## src/rtl/core/udm_pkg.sv

```systemverilog
// shared types, constants and control structs of the unsigned division magic unit
package udm_pkg;

    localparam int UDM_WIDTH = 32;
    localparam int DIVISOR_W = 32;
    localparam int MAGIC_W   = 32;
    localparam int SHIFT_W   = 6;

    typedef enum logic [3:0] {
        ST_IDLE,
        ST_PREP,
        ST_DIV_NC,
        ST_LOAD_Q1,
        ST_DIV_Q1,
        ST_LOAD_Q2,
        ST_DIV_Q2,
        ST_ITER_INIT,
        ST_ITER_STEP,
        ST_ITER_CHECK
    } state_t;

    typedef enum logic [1:0] {
        DVD_NEG_D,
        DVD_TOP,
        DVD_MAXI
    } dividend_t;

    typedef enum logic {
        DVS_D,
        DVS_NC
    } divisor_t;

    typedef struct packed {
        logic      load_d;
        logic      div_load;
        dividend_t dvd_sel;
        divisor_t  dvs_sel;
        logic      div_step;
        logic      cap_nc;
        logic      cap_q1;
        logic      iter_init;
        logic      iter_step;
        logic      emit;
        logic      emit_zero;
    } cmd_t;

    typedef struct packed {
        logic d_zero;
        logic cont;
    } status_t;

endpackage

```

## src/rtl/core/udm_datapath.sv

```systemverilog
// datapath: divisor store, shared shift-subtract divider and doubling loop registers
module udm_datapath
    import udm_pkg::*;
#(
    parameter int WIDTH = UDM_WIDTH
)
(
    input  logic                 clk,
    input  logic [DIVISOR_W-1:0] divisor,
    input  cmd_t                 cmd,
    output status_t              status,
    output logic [MAGIC_W-1:0]   magic,
    output logic [SHIFT_W-1:0]   post_shift,
    output logic                 add_needed
);

    localparam int PW = $clog2(2 * WIDTH + 1);

    localparam logic [WIDTH-1:0] TOP  = {1'b1, {(WIDTH-1){1'b0}}};
    localparam logic [WIDTH-1:0] MAXI = {1'b0, {(WIDTH-1){1'b1}}};
    localparam logic [WIDTH-1:0] ONES = {WIDTH{1'b1}};

    logic [WIDTH-1:0]   d_reg, d_next;
    logic [WIDTH-1:0]   nc_reg, nc_next;
    logic [WIDTH-1:0]   rem_reg, rem_next;
    logic [WIDTH-1:0]   dq_reg, dq_next;
    logic [WIDTH-1:0]   q1_reg, q1_next;
    logic [WIDTH-1:0]   r1_reg, r1_next;
    logic [WIDTH-1:0]   q2_reg, q2_next;
    logic [WIDTH-1:0]   r2_reg, r2_next;
    logic [PW-1:0]      p_reg, p_next;
    logic               add_reg, add_next;
    logic [MAGIC_W-1:0] magic_reg, magic_next;
    logic [SHIFT_W-1:0] post_shift_reg, post_shift_next;
    logic               add_out_reg, add_out_next;

    logic [WIDTH+DIVISOR_W-1:0] d_ext;
    logic [WIDTH-1:0]           dvs;
    logic [WIDTH:0]             div_rs;
    logic [WIDTH:0]             div_diff;
    logic                       div_ge;
    logic [WIDTH:0]             r1_dbl, r1_diff;
    logic [WIDTH:0]             r2_dbl, r2_diff;
    logic                       take1, take2;
    logic [WIDTH-1:0]           delta;
    logic [WIDTH-1:0]           magic_w;
    logic [WIDTH+MAGIC_W-1:0]   magic_ext;
    logic [PW-1:0]              ps_full;
    logic [PW+SHIFT_W-1:0]      ps_ext;

    assign d_ext = {{WIDTH{1'b0}}, divisor};

    // one restoring step: shift in the next dividend bit, subtract when it fits
    assign dvs      = (cmd.dvs_sel == DVS_NC) ? nc_reg : d_reg;
    assign div_rs   = {rem_reg, dq_reg[WIDTH-1]};
    assign div_diff = div_rs - {1'b0, dvs};
    assign div_ge   = (div_rs >= {1'b0, dvs});

    // doubling step, comparisons on 2r (2r+1 for q2) against the divisors avoid any wrap
    assign r1_dbl  = {r1_reg, 1'b0};
    assign r1_diff = r1_dbl - {1'b0, nc_reg};
    assign take1   = (r1_dbl >= {1'b0, nc_reg});
    assign r2_dbl  = {r2_reg, 1'b1};
    assign r2_diff = r2_dbl - {1'b0, d_reg};
    assign take2   = (r2_dbl >= {1'b0, d_reg});

    assign delta = d_reg - {{(WIDTH-1){1'b0}}, 1'b1} - r2_reg;

    assign status.d_zero = (d_reg == '0);
    assign status.cont   = (p_reg < PW'(2 * WIDTH))
                        && ((q1_reg < delta) || ((q1_reg == delta) && (r1_reg == '0)));

    assign magic_w   = q2_reg + {{(WIDTH-1){1'b0}}, 1'b1};
    assign magic_ext = {{MAGIC_W{1'b0}}, magic_w};
    assign ps_full   = p_reg - PW'(WIDTH);
    assign ps_ext    = {{SHIFT_W{1'b0}}, ps_full};

    always_comb
    begin
        d_next          = d_reg;
        nc_next         = nc_reg;
        rem_next        = rem_reg;
        dq_next         = dq_reg;
        q1_next         = q1_reg;
        r1_next         = r1_reg;
        q2_next         = q2_reg;
        r2_next         = r2_reg;
        p_next          = p_reg;
        add_next        = add_reg;
        magic_next      = magic_reg;
        post_shift_next = post_shift_reg;
        add_out_next    = add_out_reg;

        if (cmd.load_d)
        begin
            d_next = d_ext[WIDTH-1:0];
        end

        if (cmd.cap_nc)
        begin
            nc_next = ONES - rem_reg;
        end

        if (cmd.cap_q1)
        begin
            q1_next = dq_reg;
            r1_next = rem_reg;
        end

        if (cmd.div_load)
        begin
            rem_next = '0;
            case (cmd.dvd_sel)
                DVD_NEG_D: dq_next = '0 - d_reg;
                DVD_TOP:   dq_next = TOP;
                DVD_MAXI:  dq_next = MAXI;
                default:   dq_next = '0;
            endcase
        end
        else if (cmd.div_step)
        begin
            rem_next = div_ge ? div_diff[WIDTH-1:0] : div_rs[WIDTH-1:0];
            dq_next  = {dq_reg[WIDTH-2:0], div_ge};
        end

        if (cmd.iter_init)
        begin
            q2_next  = dq_reg;
            r2_next  = rem_reg;
            p_next   = PW'(WIDTH - 1);
            add_next = 1'b0;
        end
        else if (cmd.iter_step)
        begin
            p_next  = p_reg + PW'(1);
            q1_next = {q1_reg[WIDTH-2:0], take1};
            r1_next = take1 ? r1_diff[WIDTH-1:0] : r1_dbl[WIDTH-1:0];
            q2_next = {q2_reg[WIDTH-2:0], take2};
            r2_next = take2 ? r2_diff[WIDTH-1:0] : r2_dbl[WIDTH-1:0];
            // sticky: the doubled multiplier no longer fits the word
            if (take2 ? (q2_reg >= MAXI) : (q2_reg >= TOP))
            begin
                add_next = 1'b1;
            end
        end

        if (cmd.emit_zero)
        begin
            magic_next      = '0;
            post_shift_next = '0;
            add_out_next    = 1'b0;
        end
        else if (cmd.emit)
        begin
            magic_next      = magic_ext[MAGIC_W-1:0];
            post_shift_next = ps_ext[SHIFT_W-1:0];
            add_out_next    = add_reg;
        end
    end

    always_ff @(posedge clk)
    begin
        d_reg          <= d_next;
        nc_reg         <= nc_next;
        rem_reg        <= rem_next;
        dq_reg         <= dq_next;
        q1_reg         <= q1_next;
        r1_reg         <= r1_next;
        q2_reg         <= q2_next;
        r2_reg         <= r2_next;
        p_reg          <= p_next;
        add_reg        <= add_next;
        magic_reg      <= magic_next;
        post_shift_reg <= post_shift_next;
        add_out_reg    <= add_out_next;
    end

    assign magic      = magic_reg;
    assign post_shift = post_shift_reg;
    assign add_needed = add_out_reg;

endmodule

```

## src/rtl/core/udm_ctrl.sv

```systemverilog
// controller: sequences the three divisions and the doubling loop
module udm_ctrl
    import udm_pkg::*;
#(
    parameter int WIDTH = UDM_WIDTH
)
(
    input  logic    clk,
    input  logic    rst_n,
    input  logic    start,
    input  status_t status,
    output cmd_t    cmd,
    output logic    busy,
    output logic    done
);

    localparam int CW = $clog2(WIDTH);

    state_t        state_reg, state_next;
    logic [CW-1:0] cnt_reg, cnt_next;
    logic          done_reg, done_next;

    always_ff @(posedge clk or negedge rst_n)
    begin
        if (!rst_n)
        begin
            state_reg <= ST_IDLE;
            cnt_reg   <= '0;
            done_reg  <= 1'b0;
        end
        else
        begin
            state_reg <= state_next;
            cnt_reg   <= cnt_next;
            done_reg  <= done_next;
        end
    end

    always_comb
    begin
        state_next = state_reg;
        cnt_next   = cnt_reg;
        cmd        = '0;
        cmd.dvd_sel = DVD_NEG_D;
        cmd.dvs_sel = DVS_D;

        case (state_reg)
            ST_IDLE:
            begin
                if (start)
                begin
                    cmd.load_d = 1'b1;
                    state_next = ST_PREP;
                end
            end
            ST_PREP:
            begin
                if (status.d_zero)
                begin
                    cmd.emit_zero = 1'b1;
                    state_next    = ST_IDLE;
                end
                else
                begin
                    cmd.div_load = 1'b1;
                    cmd.dvd_sel  = DVD_NEG_D;
                    cnt_next     = CW'(WIDTH - 1);
                    state_next   = ST_DIV_NC;
                end
            end
            ST_DIV_NC:
            begin
                cmd.div_step = 1'b1;
                cmd.dvs_sel  = DVS_D;
                cnt_next     = cnt_reg - CW'(1);
                if (cnt_reg == '0)
                begin
                    state_next = ST_LOAD_Q1;
                end
            end
            ST_LOAD_Q1:
            begin
                // nc lands on the same edge that loads the next dividend
                cmd.cap_nc   = 1'b1;
                cmd.div_load = 1'b1;
                cmd.dvd_sel  = DVD_TOP;
                cnt_next     = CW'(WIDTH - 1);
                state_next   = ST_DIV_Q1;
            end
            ST_DIV_Q1:
            begin
                cmd.div_step = 1'b1;
                cmd.dvs_sel  = DVS_NC;
                cnt_next     = cnt_reg - CW'(1);
                if (cnt_reg == '0)
                begin
                    state_next = ST_LOAD_Q2;
                end
            end
            ST_LOAD_Q2:
            begin
                cmd.cap_q1   = 1'b1;
                cmd.div_load = 1'b1;
                cmd.dvd_sel  = DVD_MAXI;
                cnt_next     = CW'(WIDTH - 1);
                state_next   = ST_DIV_Q2;
            end
            ST_DIV_Q2:
            begin
                cmd.div_step = 1'b1;
                cmd.dvs_sel  = DVS_D;
                cnt_next     = cnt_reg - CW'(1);
                if (cnt_reg == '0)
                begin
                    state_next = ST_ITER_INIT;
                end
            end
            ST_ITER_INIT:
            begin
                cmd.iter_init = 1'b1;
                state_next    = ST_ITER_STEP;
            end
            ST_ITER_STEP:
            begin
                cmd.iter_step = 1'b1;
                state_next    = ST_ITER_CHECK;
            end
            ST_ITER_CHECK:
            begin
                if (status.cont)
                begin
                    state_next = ST_ITER_STEP;
                end
                else
                begin
                    cmd.emit   = 1'b1;
                    state_next = ST_IDLE;
                end
            end
            default:
            begin
                state_next = ST_IDLE;
            end
        endcase

        done_next = cmd.emit | cmd.emit_zero;
    end

    assign busy = (state_reg != ST_IDLE);
    assign done = done_reg;

endmodule

```

## src/rtl/core/unsigned_division_magic_unit.sv

```systemverilog
// top level of the unsigned division magic unit: controller plus datapath
//
// A divisor word is taken when start is high and busy is low; busy then stays
// high until the result word is out. The result (magic, post_shift, add_needed)
// is shown for one cycle with done high and must be taken in that cycle, as the
// receiver cannot stall it; it is the word one would get by the multiply-high
// method for that divisor, and a zero divisor gives an all-zero word. The three
// divisions share one shift-subtract unit at one bit a cycle, and the doubling
// loop runs 1 to WIDTH+1 steps, each with an update state and a test state.
module unsigned_division_magic_unit
    import udm_pkg::*;
#(
    parameter int WIDTH = UDM_WIDTH
)
(
    input  logic                 clk,
    input  logic                 rst_n,
    input  logic                 start,
    input  logic [DIVISOR_W-1:0] divisor,
    output logic                 busy,
    output logic                 done,
    output logic [MAGIC_W-1:0]   magic,
    output logic [SHIFT_W-1:0]   post_shift,
    output logic                 add_needed
);

    cmd_t    cmd;
    status_t status;

    udm_ctrl #(
        .WIDTH (WIDTH)
    ) u_ctrl (
        .clk    (clk),
        .rst_n  (rst_n),
        .start  (start),
        .status (status),
        .cmd    (cmd),
        .busy   (busy),
        .done   (done)
    );

    udm_datapath #(
        .WIDTH (WIDTH)
    ) u_datapath (
        .clk        (clk),
        .divisor    (divisor),
        .cmd        (cmd),
        .status     (status),
        .magic      (magic),
        .post_shift (post_shift),
        .add_needed (add_needed)
    );

    // the result word only appears once the sequence has returned to idle
    a_done_idle: assert property (@(posedge clk) disable iff (!rst_n)
        done |-> !busy)
        else $error("result word while busy");

    a_start_busy: assert property (@(posedge clk) disable iff (!rst_n)
        (start && !busy) |=> busy)
        else $error("accepted word did not raise busy");

    a_done_pulse: assert property (@(posedge clk) disable iff (!rst_n)
        done |=> !done)
        else $error("result strobe longer than one cycle");

    // a zero divisor word gives an all-zero result
    a_zero_result: assert property (@(posedge clk) disable iff (!rst_n)
        (cmd.emit_zero) |=> (done && (magic == '0) && (post_shift == '0) && !add_needed))
        else $error("zero divisor gave a nonzero result");

endmodule
```

## config.mk

```make
export PLATFORM = sky130hd
export DESIGN_NAME = unsigned_division_magic_unit
export DESIGN_NICKNAME = d
export VERILOG_FILES = /design/src/rtl/core/udm_pkg.sv /design/src/rtl/core/udm_datapath.sv /design/src/rtl/core/udm_ctrl.sv /design/src/rtl/core/unsigned_division_magic_unit.sv
export SDC_FILE = /design/constraint.sdc
export NUM_CORES = 1
export LEC_CHECK = 0
export BUFFER_PORTS_ARGS = -buffer_cell sky130_fd_sc_hd__buf_2
export CAP_MARGIN = 20
export CELL_PAD_IN_SITES_DETAIL_PLACEMENT = 0
export CELL_PAD_IN_SITES_GLOBAL_PLACEMENT = 1
export CORE_UTILIZATION = 30
export CTS_CLUSTER_SIZE = 10
export DETAILED_ROUTE_END_ITERATION = 8
export PLACE_DENSITY_LB_ADDON = 0.1
export SLEW_MARGIN = 20
export SYNTH_ARGS = -nofsm -noshare
export SYNTH_HDL_FRONTEND = slang
export SYNTH_SLANG_ARGS = --single-unit
```

## constraint.sdc

```tcl
create_clock -name clk -period 5.7 [get_ports clk]
set_input_delay 0.285 -clock clk [delete_from_list [all_inputs] [get_ports clk]]
set_output_delay 0.285 -clock clk [all_outputs]
set_load 0.02 [all_outputs]
```

==> results.md <==
* Post-route cell area at 24800 µm²
* Net count after synthesis at 2798
* Clk root buf: clkbuf_16
* Initial DRT Pass Iterations at 5
* Setup WS pre-CTS at 296 ps
* Post-DP HPWL at 57400 µm
* Hold endpoint: u_datapath.d_reg[0]
* Clock network fraction of design power at 18.0%
* Setup TNS at 0 ps
* Crit share post-route at 92.7%
* Worst r2r src: u_datapath.r2_reg[0]
* Diode count at 0
* Skew-Pair Late Insertion Delay at 570 ps
* Synth warn at 0
* Multi-input gate area at 12700 µm²
* Htree depth at 2
* Overall power at 14.8 mW
* Vias/cell at 5.18
* Routed vias at 18800
* RSZ-0062 raised after global routing: false
* Slew at the pin with the worst max-slew slack at 1020 ps
* Die area at 73600 µm²
* Most frequent cells in the layout: 285 x nand2_1, 267 x a21oi_1, 221 x nor2_1, 164 x inv_1, 164 x ha_1
* Clk buf depth at 3
* R2R setup slack at 420 ps
* Crit-path max cell delay at 650 ps
* Largest net degree at the start of global routing at 80
* Most common cell after layout, fill and taps aside: nand2_1
* Distinct cells, synth at 86
* Global route overflow at 0
* Syn avg cell area at 8.38 µm²
* Setup Buffers After CTS at 0
* Worst path required time at 6130 ps
* # nets final at 2857
* Max stage delay cell, worst path: or4_2
* I/O pin cnt at 76
* Sw Ratio at 45.0%
* Site Rows at 98
* GPL Wtd Cong at 0.887
* FF-to-FF End: u_datapath.post_shift[1]
* Die X at 271 µm
* Initial DRC count at 1002
* Reg area at 7920 µm²
* Post-synth EDFFs at 160
* Setup crit end kind: flip-flop
* TritonCTS Buffers at 41
* Lkg Pwr at 10.4 nW
* Total clock sinks at 313
* Post-Route Skew at 17.7 ps
* Kind of critical path: reg -> reg
* Starting Density at 30.4%
* Max VDD drop at 0.210 mV
* Reg power frac at 28.0%
* Routed WL per cell at 20.3 µm
* Routed Antenna Nets at 0
* Slew margin rel. at 31.8%
* Synthesis-stage register bit count at 313
* Final critical-path required period at 5280 ps
* Max-Cap Viols at 0
* CP Launch Type: flip-flop
* Internal power at 8.13 mW
* Psw at 6.65 mW
* Logic pwr share at 54.0%
* Final Hold Fails at 0
* Max-slew violations at 0
* Number of global-route vias before repair at 18700
* Mapped Cells at 2595
* Overall Global Routing Usage at 19.9%
* Crit path from: u_datapath.r2_reg[0]
* Async S/R FF share, synth at 3.19%
* Worst-path maximum fanout at 79
* CP arrival at 5720 ps
* HP Start: divisor[0]
* Final Setup Violations at 0
* P&R area growth vs syn at 14.2%
* Mapped cell area at 21700 µm²
* Critical-path cell list: inv_1 -> ha_1 -> fa_1 -> a21o_1 -> a21oi_1 -> o21bai_1 -> o31ai_2 -> o31ai_1 -> buf_4 -> a311oi_1 -> o21ai_0 -> buf_4 -> or4_1 -> nand4_1 -> ha_1 -> and4_1 -> nand2_1 -> o211ai_1 -> a21o_1 -> a21oi_1 -> or4_2 -> buf_12 -> nand3_1 -> o21ai_1
* Achievable Freq at 189 MHz
* Hold path depth at 1
* Sequential area share after synthesis at 36.4%
* Final WS setup at 417 ps
* Prevailing post-synth register cell: edfxtp_1
* Fillcell total at 7536
* Global-route wire length before repair at 114000 µm
* Core footprint at 71600 µm²
* DP Area at 23100 µm²
* Total Wirelength at 73800 µm
* CTS tree: yes
* R2R depth at 24
* DR DRC count at 0
* Die H at 271 µm
* PortBufs at 75
* PwrDens at 595 nW/µm²
* Hold crit path type: in -> reg
* Clock slew at reported path FFs at 60 ps
* Antenna violations before repair at 3
* Status: complete, no violations
* Share of cells above drive strength 1 at 7.48%
==> through the flow <==
stage          cells  utilization, %  hold slack, ps
3_3_place_gp    3528            32.3             171
6_report        3637            34.7            61.9
5_1_grt         3637            34.7            42.8
4_1_cts         3637            34.7            50.2
2_1_floorplan   2595               -           -10.6
3_5_place_dp    3528            32.3             173
==> cell type report <==
| class | count | share of cell area (%) |
|---|---|---|
| Multi-Input combinational cell | 1992 | 51.3 |
| Sequential cell | 313 | 31.9 |
| Clock buffer | 69 | 5.05 |
| Tap cell | 950 | 4.78 |
| Timing Repair Buffer | 140 | 4.06 |
| Inverter | 166 | 2.51 |
| Clock inverter | 7 | 0.453 |
==> logic make-up (layout without fill, tap and decap cells) <==
group | count (synthesis) | count (layout) | share of synthesized area, %
buffers and inverters | 290 | 382 | 5.38
AOI/OAI and AO/OA | 767 | 767 | 21.4
muxes | 41 | 41 | 1.91
adders and majority gates | 168 | 168 | 9.80
and+or+nand+nor | 850 | 850 | 18.4
xor gates and xnor gates | 166 | 166 | 6.69
DFF | 313 | 313 | 36.4
==> layer usage <==
| metal | share of wire, % | global-route usage [%] |
|---|---|---|
| met1 | 49 | 27.5 |
| met2 | 45 | 32.5 |
| met3 | 3.3 | 2.21 |
| met4 | 2.8 | 6.11 |
| met5 | 0 | 0 |
==> worst max path at each step <==
stage	depth (start not counted)	slack, ps	to
global route	25	10	u_datapath.magic[9]
finish	24	420	u_datapath.post_shift[1]
CTS	24	260	u_datapath.post_shift[1]
detailed placement	24	300	u_datapath.post_shift[1]
floorplan	23	980	u_datapath.magic[26]
global placement	24	320	u_datapath.magic[31]
==> synthesized netlist by cell type (all sizes together) (16+ instances only) <==
| cell | count | share of area (%) |
|---|---|---|
| a211oi | 30 | 1.0 |
| a21o | 73 | 2.5 |
| a21oi | 267 | 6.1 |
| a31oi | 59 | 1.7 |
| and3 | 25 | 0.73 |
| buf | 35 | 0.97 |
| clkbuf | 89 | 1.5 |
| dfxtp | 143 | 13 |
| edfxtp | 160 | 22 |
| ha | 164 | 9.4 |
| inv | 166 | 2.9 |
| mux2i | 37 | 1.7 |
| nand2 | 287 | 5.0 |
| nand2b | 20 | 0.58 |
| nand3 | 104 | 2.4 |
| nand4 | 33 | 0.98 |
| nor2 | 225 | 3.9 |
| nor2b | 28 | 0.81 |
| nor3 | 36 | 0.85 |
| nor4 | 20 | 0.71 |
| o211ai | 26 | 0.90 |
| o21a | 20 | 0.69 |
| o21ai | 173 | 4.0 |
| o21bai | 16 | 0.55 |
| o22ai | 24 | 0.69 |
| xnor2 | 96 | 3.9 |
| xor2 | 70 | 2.8 |
==> critical path: cells and delay by family (launching register included) <==
family | cells | cell delay (ps)
AO/OA/AOI/OAI | 11 | 1780
adder cells (fa/ha/maj) | 3 | 760
buffers and inverters | 4 | 640
flip-flops | 1 | 350
AND/OR/NAND/NOR | 6 | 1570
==> power groups by stage <==
stage	clock network (mW)	logic (mW)	registers [mW]
floorplan	0	5.78	3.99
global placement	0	7.93	4.17
detailed placement	0	7.97	4.18
CTS	2.77	8.02	4.14
global route	2.84	8.92	4.25
finish	2.66	7.99	4.13
==> repair_timing <==
item	CTS	global route
endpoints found under the setup margin	0	39
hold buffers	33	0
hold endpoints to repair	42	0
resized for setup	0	1
Power figures use the tool's default switching activity.
